[src/rtl/assert_macros.svh]
// Assertion helpers, clocked on clk and disabled during rst.
`ifndef ASSERT_MACROS_SVH
`define ASSERT_MACROS_SVH

// Same-cycle implication.
`define ASSERT_NOW(label, ante, cons, msg) \
  label: assert property (@(posedge clk) disable iff (rst) (ante) |-> (cons)) \
    else $error(msg);

// Next-cycle implication.
`define ASSERT_NEXT(label, ante, cons, msg) \
  label: assert property (@(posedge clk) disable iff (rst) (ante) |=> (cons)) \
    else $error(msg);

`endif

[src/rtl/tks_pkg.sv]
`default_nettype none

package tks_pkg;

  localparam int TKS_MAX_K    = 16;
  localparam int TKS_MAX_DOCS = 65536;

  localparam int SCORE_W     = 32;
  localparam int INDEX_W     = 16;
  localparam int TOP_COUNT_W = 5;

  localparam logic [TOP_COUNT_W-1:0] TOP_COUNT_RESET = 5'd10;

  typedef enum logic [0:0] {
    ST_COLLECT,
    ST_EMIT
  } tks_state_t;

  // Broadcast control to every cell of the chain.
  typedef struct packed {
    logic insert;  // place the new score, push lower entries right
    logic shift;   // emission: every cell takes its right neighbor
  } cell_ctrl_t;

endpackage

`default_nettype wire

[src/rtl/tks_doc_if.sv]
`default_nettype none

interface tks_doc_if;
  import tks_pkg::*;

  logic                      valid;
  logic                      ready;
  logic signed [SCORE_W-1:0] score;
  logic                      last_doc;

  modport source (output valid, output score, output last_doc, input ready);
  modport sink   (input valid, input score, input last_doc, output ready);
endinterface

`default_nettype wire

[src/rtl/tks_rank_if.sv]
`default_nettype none

interface tks_rank_if;
  import tks_pkg::*;

  logic               valid;
  logic               ready;
  logic [INDEX_W-1:0] doc_index;
  logic               rank_last;

  modport source (output valid, output doc_index, output rank_last, input ready);
  modport sink   (input valid, input doc_index, input rank_last, output ready);
endinterface

`default_nettype wire

[src/rtl/tks_cell.sv]
`default_nettype none

module tks_cell (
  input  logic                               clk,
  input  tks_pkg::cell_ctrl_t                ctrl,
  input  logic                               occupied,
  input  logic signed [tks_pkg::SCORE_W-1:0] new_score,
  input  logic        [tks_pkg::INDEX_W-1:0] new_index,
  input  logic                               left_take,
  input  logic signed [tks_pkg::SCORE_W-1:0] left_score,
  input  logic        [tks_pkg::INDEX_W-1:0] left_index,
  input  logic signed [tks_pkg::SCORE_W-1:0] right_score,
  input  logic        [tks_pkg::INDEX_W-1:0] right_index,
  output logic                               take,
  output logic signed [tks_pkg::SCORE_W-1:0] score,
  output logic        [tks_pkg::INDEX_W-1:0] index
);
  import tks_pkg::*;

  // Strictly greater only: ties stay behind the earlier document.
  assign take = occupied ? (new_score > score) : 1'b1;

  always_ff @(posedge clk) begin
    if (ctrl.insert && take) begin
      score <= left_take ? left_score : new_score;
      index <= left_take ? left_index : new_index;
    end else if (ctrl.shift) begin
      score <= right_score;
      index <= right_index;
    end
  end

endmodule

`default_nettype wire

[src/rtl/top_k_score_selector.sv]
// top_k_score_selector: streaming top-k document selection.
//
// doc (sink): one score per beat, Q16.16 signed, last_doc on the final one.
//   Documents are numbered from 0 per query; beyond MAX_DOCS they are dropped.
// rank (source): the indices of the best min(k, n) documents, best first,
//   rank_last on the final beat. Equal scores: earlier index first.
// top_count_we / top_count_wdata: sets k (0 acts as 1, above MAX_K as MAX_K).
//   Write only while no query is open.
//
// Throughput: one document per cycle while collecting; every cell of the
// chain compares the new score against its own entry in the same cycle and
// hands its take flag and entry to its right neighbor.
// Latency: the first index is valid the cycle after the last document beat.
// doc.ready is low during emission.
// Stall: if rank.ready is low the current index holds; the chain shifts left
// by one cell per taken beat.
// Reset: empty list, counter zero, k = 10, ready to collect.

`default_nettype none

module top_k_score_selector #(
  parameter int MAX_K    = tks_pkg::TKS_MAX_K,
  parameter int MAX_DOCS = tks_pkg::TKS_MAX_DOCS
) (
  input  logic                            clk,
  input  logic                            rst,
  tks_doc_if.sink                         doc,
  tks_rank_if.source                      rank,
  input  logic                            top_count_we,
  input  logic [tks_pkg::TOP_COUNT_W-1:0] top_count_wdata
);
  import tks_pkg::*;

  `include "assert_macros.svh"

  localparam int KW  = $clog2(MAX_K + 1);
  localparam int CNW = $clog2(MAX_DOCS + 1);
  localparam int CW  = (KW > TOP_COUNT_W) ? KW : TOP_COUNT_W;

  tks_state_t             state, state_next;
  logic [TOP_COUNT_W-1:0] top_count;
  logic [KW-1:0]          fill;
  logic [KW-1:0]          remaining;
  logic [CNW-1:0]         doc_counter;

  logic       doc_acc, rank_acc, room;
  cell_ctrl_t ctrl;
  logic [KW-1:0] fill_after;
  logic [CW-1:0] k_req, k_eff, n_emit;

  // Cell chain wiring: element i is the output of cell i.
  logic                      take  [MAX_K];
  logic signed [SCORE_W-1:0] score [MAX_K];
  logic        [INDEX_W-1:0] index [MAX_K];

  assign doc_acc  = doc.valid && doc.ready;
  assign rank_acc = rank.valid && rank.ready;
  assign room     = doc_counter < CNW'(MAX_DOCS);

  assign ctrl.insert = doc_acc && room;
  assign ctrl.shift  = rank_acc;

  // Entries held after this beat's insert; a full list stays full.
  assign fill_after = (ctrl.insert && (fill < KW'(MAX_K))) ? fill + 1'b1 : fill;

  always_comb begin
    k_req = CW'(top_count);
    if (k_req == '0) begin
      k_eff = CW'(1);
    end else if (k_req > CW'(MAX_K)) begin
      k_eff = CW'(MAX_K);
    end else begin
      k_eff = k_req;
    end
    n_emit = (k_eff < CW'(fill_after)) ? k_eff : CW'(fill_after);
  end

  for (genvar i = 0; i < MAX_K; i++) begin : g_cell
    logic                      l_take;
    logic signed [SCORE_W-1:0] l_score, r_score;
    logic        [INDEX_W-1:0] l_index, r_index;

    if (i == 0) begin : g_head
      assign l_take  = 1'b0;
      assign l_score = '0;
      assign l_index = '0;
    end else begin : g_body
      assign l_take  = take[i-1];
      assign l_score = score[i-1];
      assign l_index = index[i-1];
    end

    if (i == MAX_K - 1) begin : g_tail
      assign r_score = '0;
      assign r_index = '0;
    end else begin : g_inner
      assign r_score = score[i+1];
      assign r_index = index[i+1];
    end

    tks_cell u_cell (
      .clk         (clk),
      .ctrl        (ctrl),
      .occupied    (KW'(i) < fill),
      .new_score   (doc.score),
      .new_index   (INDEX_W'(doc_counter)),
      .left_take   (l_take),
      .left_score  (l_score),
      .left_index  (l_index),
      .right_score (r_score),
      .right_index (r_index),
      .take        (take[i]),
      .score       (score[i]),
      .index       (index[i])
    );
  end

  // Next state
  always_comb begin
    state_next = state;
    unique case (state)
      ST_COLLECT: if (doc_acc && doc.last_doc) state_next = ST_EMIT;
      ST_EMIT:    if (rank_acc && rank.rank_last) state_next = ST_COLLECT;
      default:    state_next = ST_COLLECT;
    endcase
  end

  // Outputs
  always_comb begin
    doc.ready  = 1'b0;
    rank.valid = 1'b0;
    unique case (state)
      ST_COLLECT: doc.ready  = 1'b1;
      ST_EMIT:    rank.valid = 1'b1;
      default:    doc.ready  = 1'b0;
    endcase
  end

  assign rank.doc_index = index[0];
  assign rank.rank_last = remaining == KW'(1);

  always_ff @(posedge clk) begin
    if (rst) begin
      state       <= ST_COLLECT;
      top_count   <= TOP_COUNT_RESET;
      fill        <= '0;
      remaining   <= '0;
      doc_counter <= '0;
    end else begin
      state <= state_next;
      if (top_count_we) begin
        top_count <= top_count_wdata;
      end
      if (doc_acc) begin
        if (doc.last_doc) begin
          // query closes: count captured, list free for the next query
          remaining   <= KW'(n_emit);
          fill        <= '0;
          doc_counter <= '0;
        end else begin
          fill <= fill_after;
          if (room) begin
            doc_counter <= doc_counter + 1'b1;
          end
        end
      end
      if (rank_acc) begin
        remaining <= remaining - 1'b1;
      end
    end
  end

  `ASSERT_NOW(a_one_side, doc.ready, !rank.valid, "collect and emit overlap")
  `ASSERT_NOW(a_emit_count, rank.valid, remaining != '0, "emitting with no count left")
  `ASSERT_NEXT(a_last_emits, doc_acc && doc.last_doc, rank.valid, "no emission after last doc")
  `ASSERT_NEXT(a_back_collect, rank_acc && rank.rank_last, doc.ready, "not ready after last beat")
  `ASSERT_NOW(a_fill_bound, 1'b1, fill <= KW'(MAX_K), "fill count beyond depth")

endmodule

`default_nettype wire
[src/flat_wrapper.sv]
// flat-port wrapper written by rule: the top's interface ports become plain ports
module top_k_score_selector_flat import tks_pkg::*;
#(
  parameter int MAX_K    = tks_pkg::TKS_MAX_K,
  parameter int MAX_DOCS = tks_pkg::TKS_MAX_DOCS
)
  (clk, rst, top_count_we, top_count_wdata, doc_valid, doc_score, doc_last_doc, doc_ready, rank_valid, rank_doc_index, rank_rank_last, rank_ready);
  tks_doc_if doc_i ();
  tks_rank_if rank_i ();
  input  logic clk;
  input  logic rst;
  input  logic top_count_we;
  input  logic [tks_pkg::TOP_COUNT_W-1:0] top_count_wdata;
  input wire logic [$bits(doc_i.valid)-1:0] doc_valid;
  input wire logic [$bits(doc_i.score)-1:0] doc_score;
  input wire logic [$bits(doc_i.last_doc)-1:0] doc_last_doc;
  output wire logic [$bits(doc_i.ready)-1:0] doc_ready;
  output wire logic [$bits(rank_i.valid)-1:0] rank_valid;
  output wire logic [$bits(rank_i.doc_index)-1:0] rank_doc_index;
  output wire logic [$bits(rank_i.rank_last)-1:0] rank_rank_last;
  input wire logic [$bits(rank_i.ready)-1:0] rank_ready;
  assign doc_i.valid = doc_valid;
  assign doc_i.score = doc_score;
  assign doc_i.last_doc = doc_last_doc;
  assign doc_ready = doc_i.ready;
  assign rank_valid = rank_i.valid;
  assign rank_doc_index = rank_i.doc_index;
  assign rank_rank_last = rank_i.rank_last;
  assign rank_i.ready = rank_ready;
  top_k_score_selector #(.MAX_K(MAX_K), .MAX_DOCS(MAX_DOCS)) u_core (.clk(clk), .rst(rst), .doc(doc_i), .rank(rank_i), .top_count_we(top_count_we), .top_count_wdata(top_count_wdata));
endmodule
[config.mk]
export PLATFORM = sky130hd
export DESIGN_NAME = top_k_score_selector_flat
export DESIGN_NICKNAME = d
export VERILOG_FILES = /design/src/rtl/tks_pkg.sv /design/src/rtl/tks_doc_if.sv /design/src/rtl/tks_rank_if.sv /design/src/rtl/tks_cell.sv /design/src/rtl/top_k_score_selector.sv /design/src/flat_wrapper.sv
export VERILOG_INCLUDE_DIRS = /design/src /design/src/rtl
export SDC_FILE = /design/constraint.sdc
export NUM_CORES = 2
export LEC_CHECK = 0
export BUFFER_PORTS_ARGS = -buffer_cell sky130_fd_sc_hd__buf_2
export CAP_MARGIN = 10
export CORE_MARGIN = 2
export CORE_UTILIZATION = 65
export CTS_BUF_LIST = sky130_fd_sc_hd__clkbuf_4 sky130_fd_sc_hd__clkbuf_8
export DETAILED_ROUTE_END_ITERATION = 10
export GPL_TIMING_DRIVEN = 0
export PLACE_DENSITY = 0.87
export SLEW_MARGIN = 30
export SYNTH_ARGS = -nofsm -noshare
export SYNTH_HDL_FRONTEND = slang
export SYNTH_HIERARCHICAL = 1
export SYNTH_SLANG_ARGS = --single-unit
[constraint.sdc]
create_clock -name clk -period 5.8 [get_ports clk]
set_input_delay 1.74 -clock clk [delete_from_list [all_inputs] [get_ports clk]]
set_output_delay 1.74 -clock clk [all_outputs]
set_load 0.02 [all_outputs]
==> flow_summary.json <==
{
  "hold_viol_final": 0,
  "synth_area_mm2": 0.05746,
  "gp_congestion": 0.9035,
  "hold_depth": 2,
  "grt_max_degree": 49,
  "cts_num_sinks": 801,
  "dieArea_mm2": 0.09079,
  "worstMarginPinSlew_ns": 1.013,
  "fin_crit_ns": 5.532,
  "clock_skew_ns": 0.04399,
  "post_cts_buffers": 0,
  "cts_resized": 0,
  "slew_headroom": 0.3239,
  "peakVddDrop_uv": 300.1,
  "p_leak_nw": 26.40,
  "cp.arrival_ns": 6.07,
  "rows": 109,
  "first_iter_violations": 3568,
  "max-cap-violations": 0,
  "p_comb_frac": 0.448,
  "p_int_mw": 21.24,
  "nNetsFinal": 5605,
  "seqCellArea_mm2": 0.02372,
  "crit_family": "buffers and inverters",
  "status": "finished clean",
  "cts_inserted_buffers": 140,
  "antenna_found_initial": 3,
  "initial_core_util": 0.6532,
  "cpMostUsedCell": "nor3_1",
  "cts_tree": "built",
  "io_buffers": 59,
  "final_antenna_net_count": 0,
  "cp_slowest_cell": "buf_2",
  "grt_pass1_vias": 40400,
  "startpoint_type": "primary input",
  "swShare": 0.3562,
  "wl_um": 142100,
  "die_h_um": 301.3,
  "clkLatencyLatePin_ns": 0.81,
  "drc_errors": 0,
  "setup.worst_path.class": "in2reg",
  "r2r-end": "u_core/g_cell[2].u_cell/score[26]",
  "grt_pass1_wl_um": 219800,
  "max_clock_freq_ghz": 0.1808,
  "fp.dieW_um": 301.3,
  "netlist_instances": 4734,
  "drv_slew": 0,
  "r2r_slack_ns": 1.37,
  "cts-root-buf": "clkbuf_8",
  "reg2regPathDepth": 11,
  "drive_above_1_share": 0.3734,
  "setup_violations": 0,
  "path_clk_slew_ns": 0.07,
  "yosys_warnings": 6,
  "multiInputGateArea_mm2": 0.03106,
  "hold_class": "reg2reg",
  "power_per_cell_area_mw_per_mm2": 528.2,
  "end_kind": "flop",
  "core-area_mm2": 0.08797,
  "hpwl_um": 107100,
  "grt-ovfl-total": 0,
  "vias_per_cell": 6.355,
  "hold_end": "u_core/k_req[0]",
  "fin_crit_sh": 0.9537,
  "critPathMaxFanout": 32,
  "switching_power_mw": 11.75,
  "power.share.clock": 0.155,
  "cts.htree.levels": 4,
  "firstDrtPassIters": 5,
  "holdCritStartpoint": "u_core/k_req[0]",
  "vias": 40110,
  "io_pins": 62,
  "timing.rr.start": "u_core/fill[4]",
  "avgSynthCellArea_um2": 12.14,
  "place_inst": 6065,
  "final_common_cell": "mux2_2",
  "cts_buffer_depth": 3,
  "rsz0062_at_grt": "false",
  "power_frac_seq": 0.397,
  "cp_cell_sequence": "buf_2 > ha_1 > nand4_1 > inv_1 > a221oi_1 > nor3_1 > nor3_1 > o21a_1 > a21bo_2 > buf_1 > clkbuf_1 > mux2_2 > mux2_4",
  "holdWs_ns": 0.5442,
  "layout_common_cells": "mux2_2, edfxtp_1, inv_1, ha_1, a21oi_1",
  "critPathBufInv": 4,
  "ctsHoldBuffers": 0,
  "syn_to_final_growth_pct": 8.704,
  "cpPeakStageDelay_ns": 0.59,
  "critPathRequiredTime_ns": 6.33,
  "n_fill_cell": 5719,
  "fin_cells": 6312,
  "wl_per_cell_um": 22.51,
  "grt_usage": 0.3072
}
## layer usage
layer | track usage | part of all wire | vias to the layer above | wire [um]
li1 | - | - | 18270 | -
met1 | 0.3916 | 0.41 | 19660 | 58610
met2 | 0.5164 | 0.48 | 1748 | 67740
met3 | 0.04041 | 0.061 | 438 | 8606
met4 | 0.1511 | 0.050 | 0 | 7158
met5 | 0 | 0 | - | 0
## state kept, by name, summed over array words and instances, names as in the netlist
name / flops
u_core/g_cell.u_cell/index: 256
u_core/remaining: 5
u_core/doc_counter: 17
u_core/k_req: 5
u_core/fill: 5
u_core/g_cell.u_cell/score: 512
u_core/state: 1
## per-stage QoR
step	worst slack, ns	utilization	total power, mW	TNS (ns)	instance area [um^2]
2_1_floorplan	0.4438	-	23.24	0	57830
3_3_place_gp	-1.974	0.6774	26.24	-1588.38	59580
3_5_place_dp	-0.4251	0.6799	27.37	-34.77	59810
4_1_cts	0.3710	0.7100	32.65	0	62450
5_1_grt	0.1108	0.7101	34.74	0	62460
6_report	0.2685	0.7101	32.99	0	62460
## worst max path at each step
stage / endpoint / startpoint / slack, ns / cells after the start
global placement: u_core/g_cell[1].u_cell/score[7] / doc_valid / -1.97 / 9
detailed placement: u_core/g_cell[1].u_cell/score[25] / doc_score[10] / -0.43 / 13
floorplan: u_core/g_cell[0].u_cell/index[0] / doc_valid / 0.44 / 8
CTS: u_core/g_cell[1].u_cell/score[29] / doc_score[10] / 0.37 / 13
finish: u_core/g_cell[13].u_cell/score[25] / doc_score[10] / 0.27 / 13
global route: u_core/g_cell[1].u_cell/score[29] / doc_score[10] / 0.11 / 13
## worst register-to-register path, delay by kind of cell (launching register included)
family                 cells  cell delay, ns
muxes                      2            0.68
buffers and inverters      5            1.83
DFF                        1            0.45
and+or+nand+nor            3            0.95
AOI/OAI and AO/OA          1            0.26
## power groups by stage
stage	combinational (mW)	clock [mW]	sequential (mW)
2_1_floorplan	11.2	0	12.1
3_5_place_dp	14.3	0	13.1
6_report	14.8	5.10	13.1
5_1_grt	15.9	5.40	13.4
3_3_place_gp	13.3	0	12.9
4_1_cts	14.5	5.16	13.0
## layout make-up
type                    count  share of cell area
inverters                 572             0.03437
well taps                1165             0.02334
diodes                      3           0.0001202
clock inverters            52            0.004768
repair buffers             67            0.007532
flip-flops and latches    801              0.3798
clock buffers             192             0.03760
plain buffers             174             0.01526
multi-input cells        3286              0.4972
(Power assumes the default switching activity.)
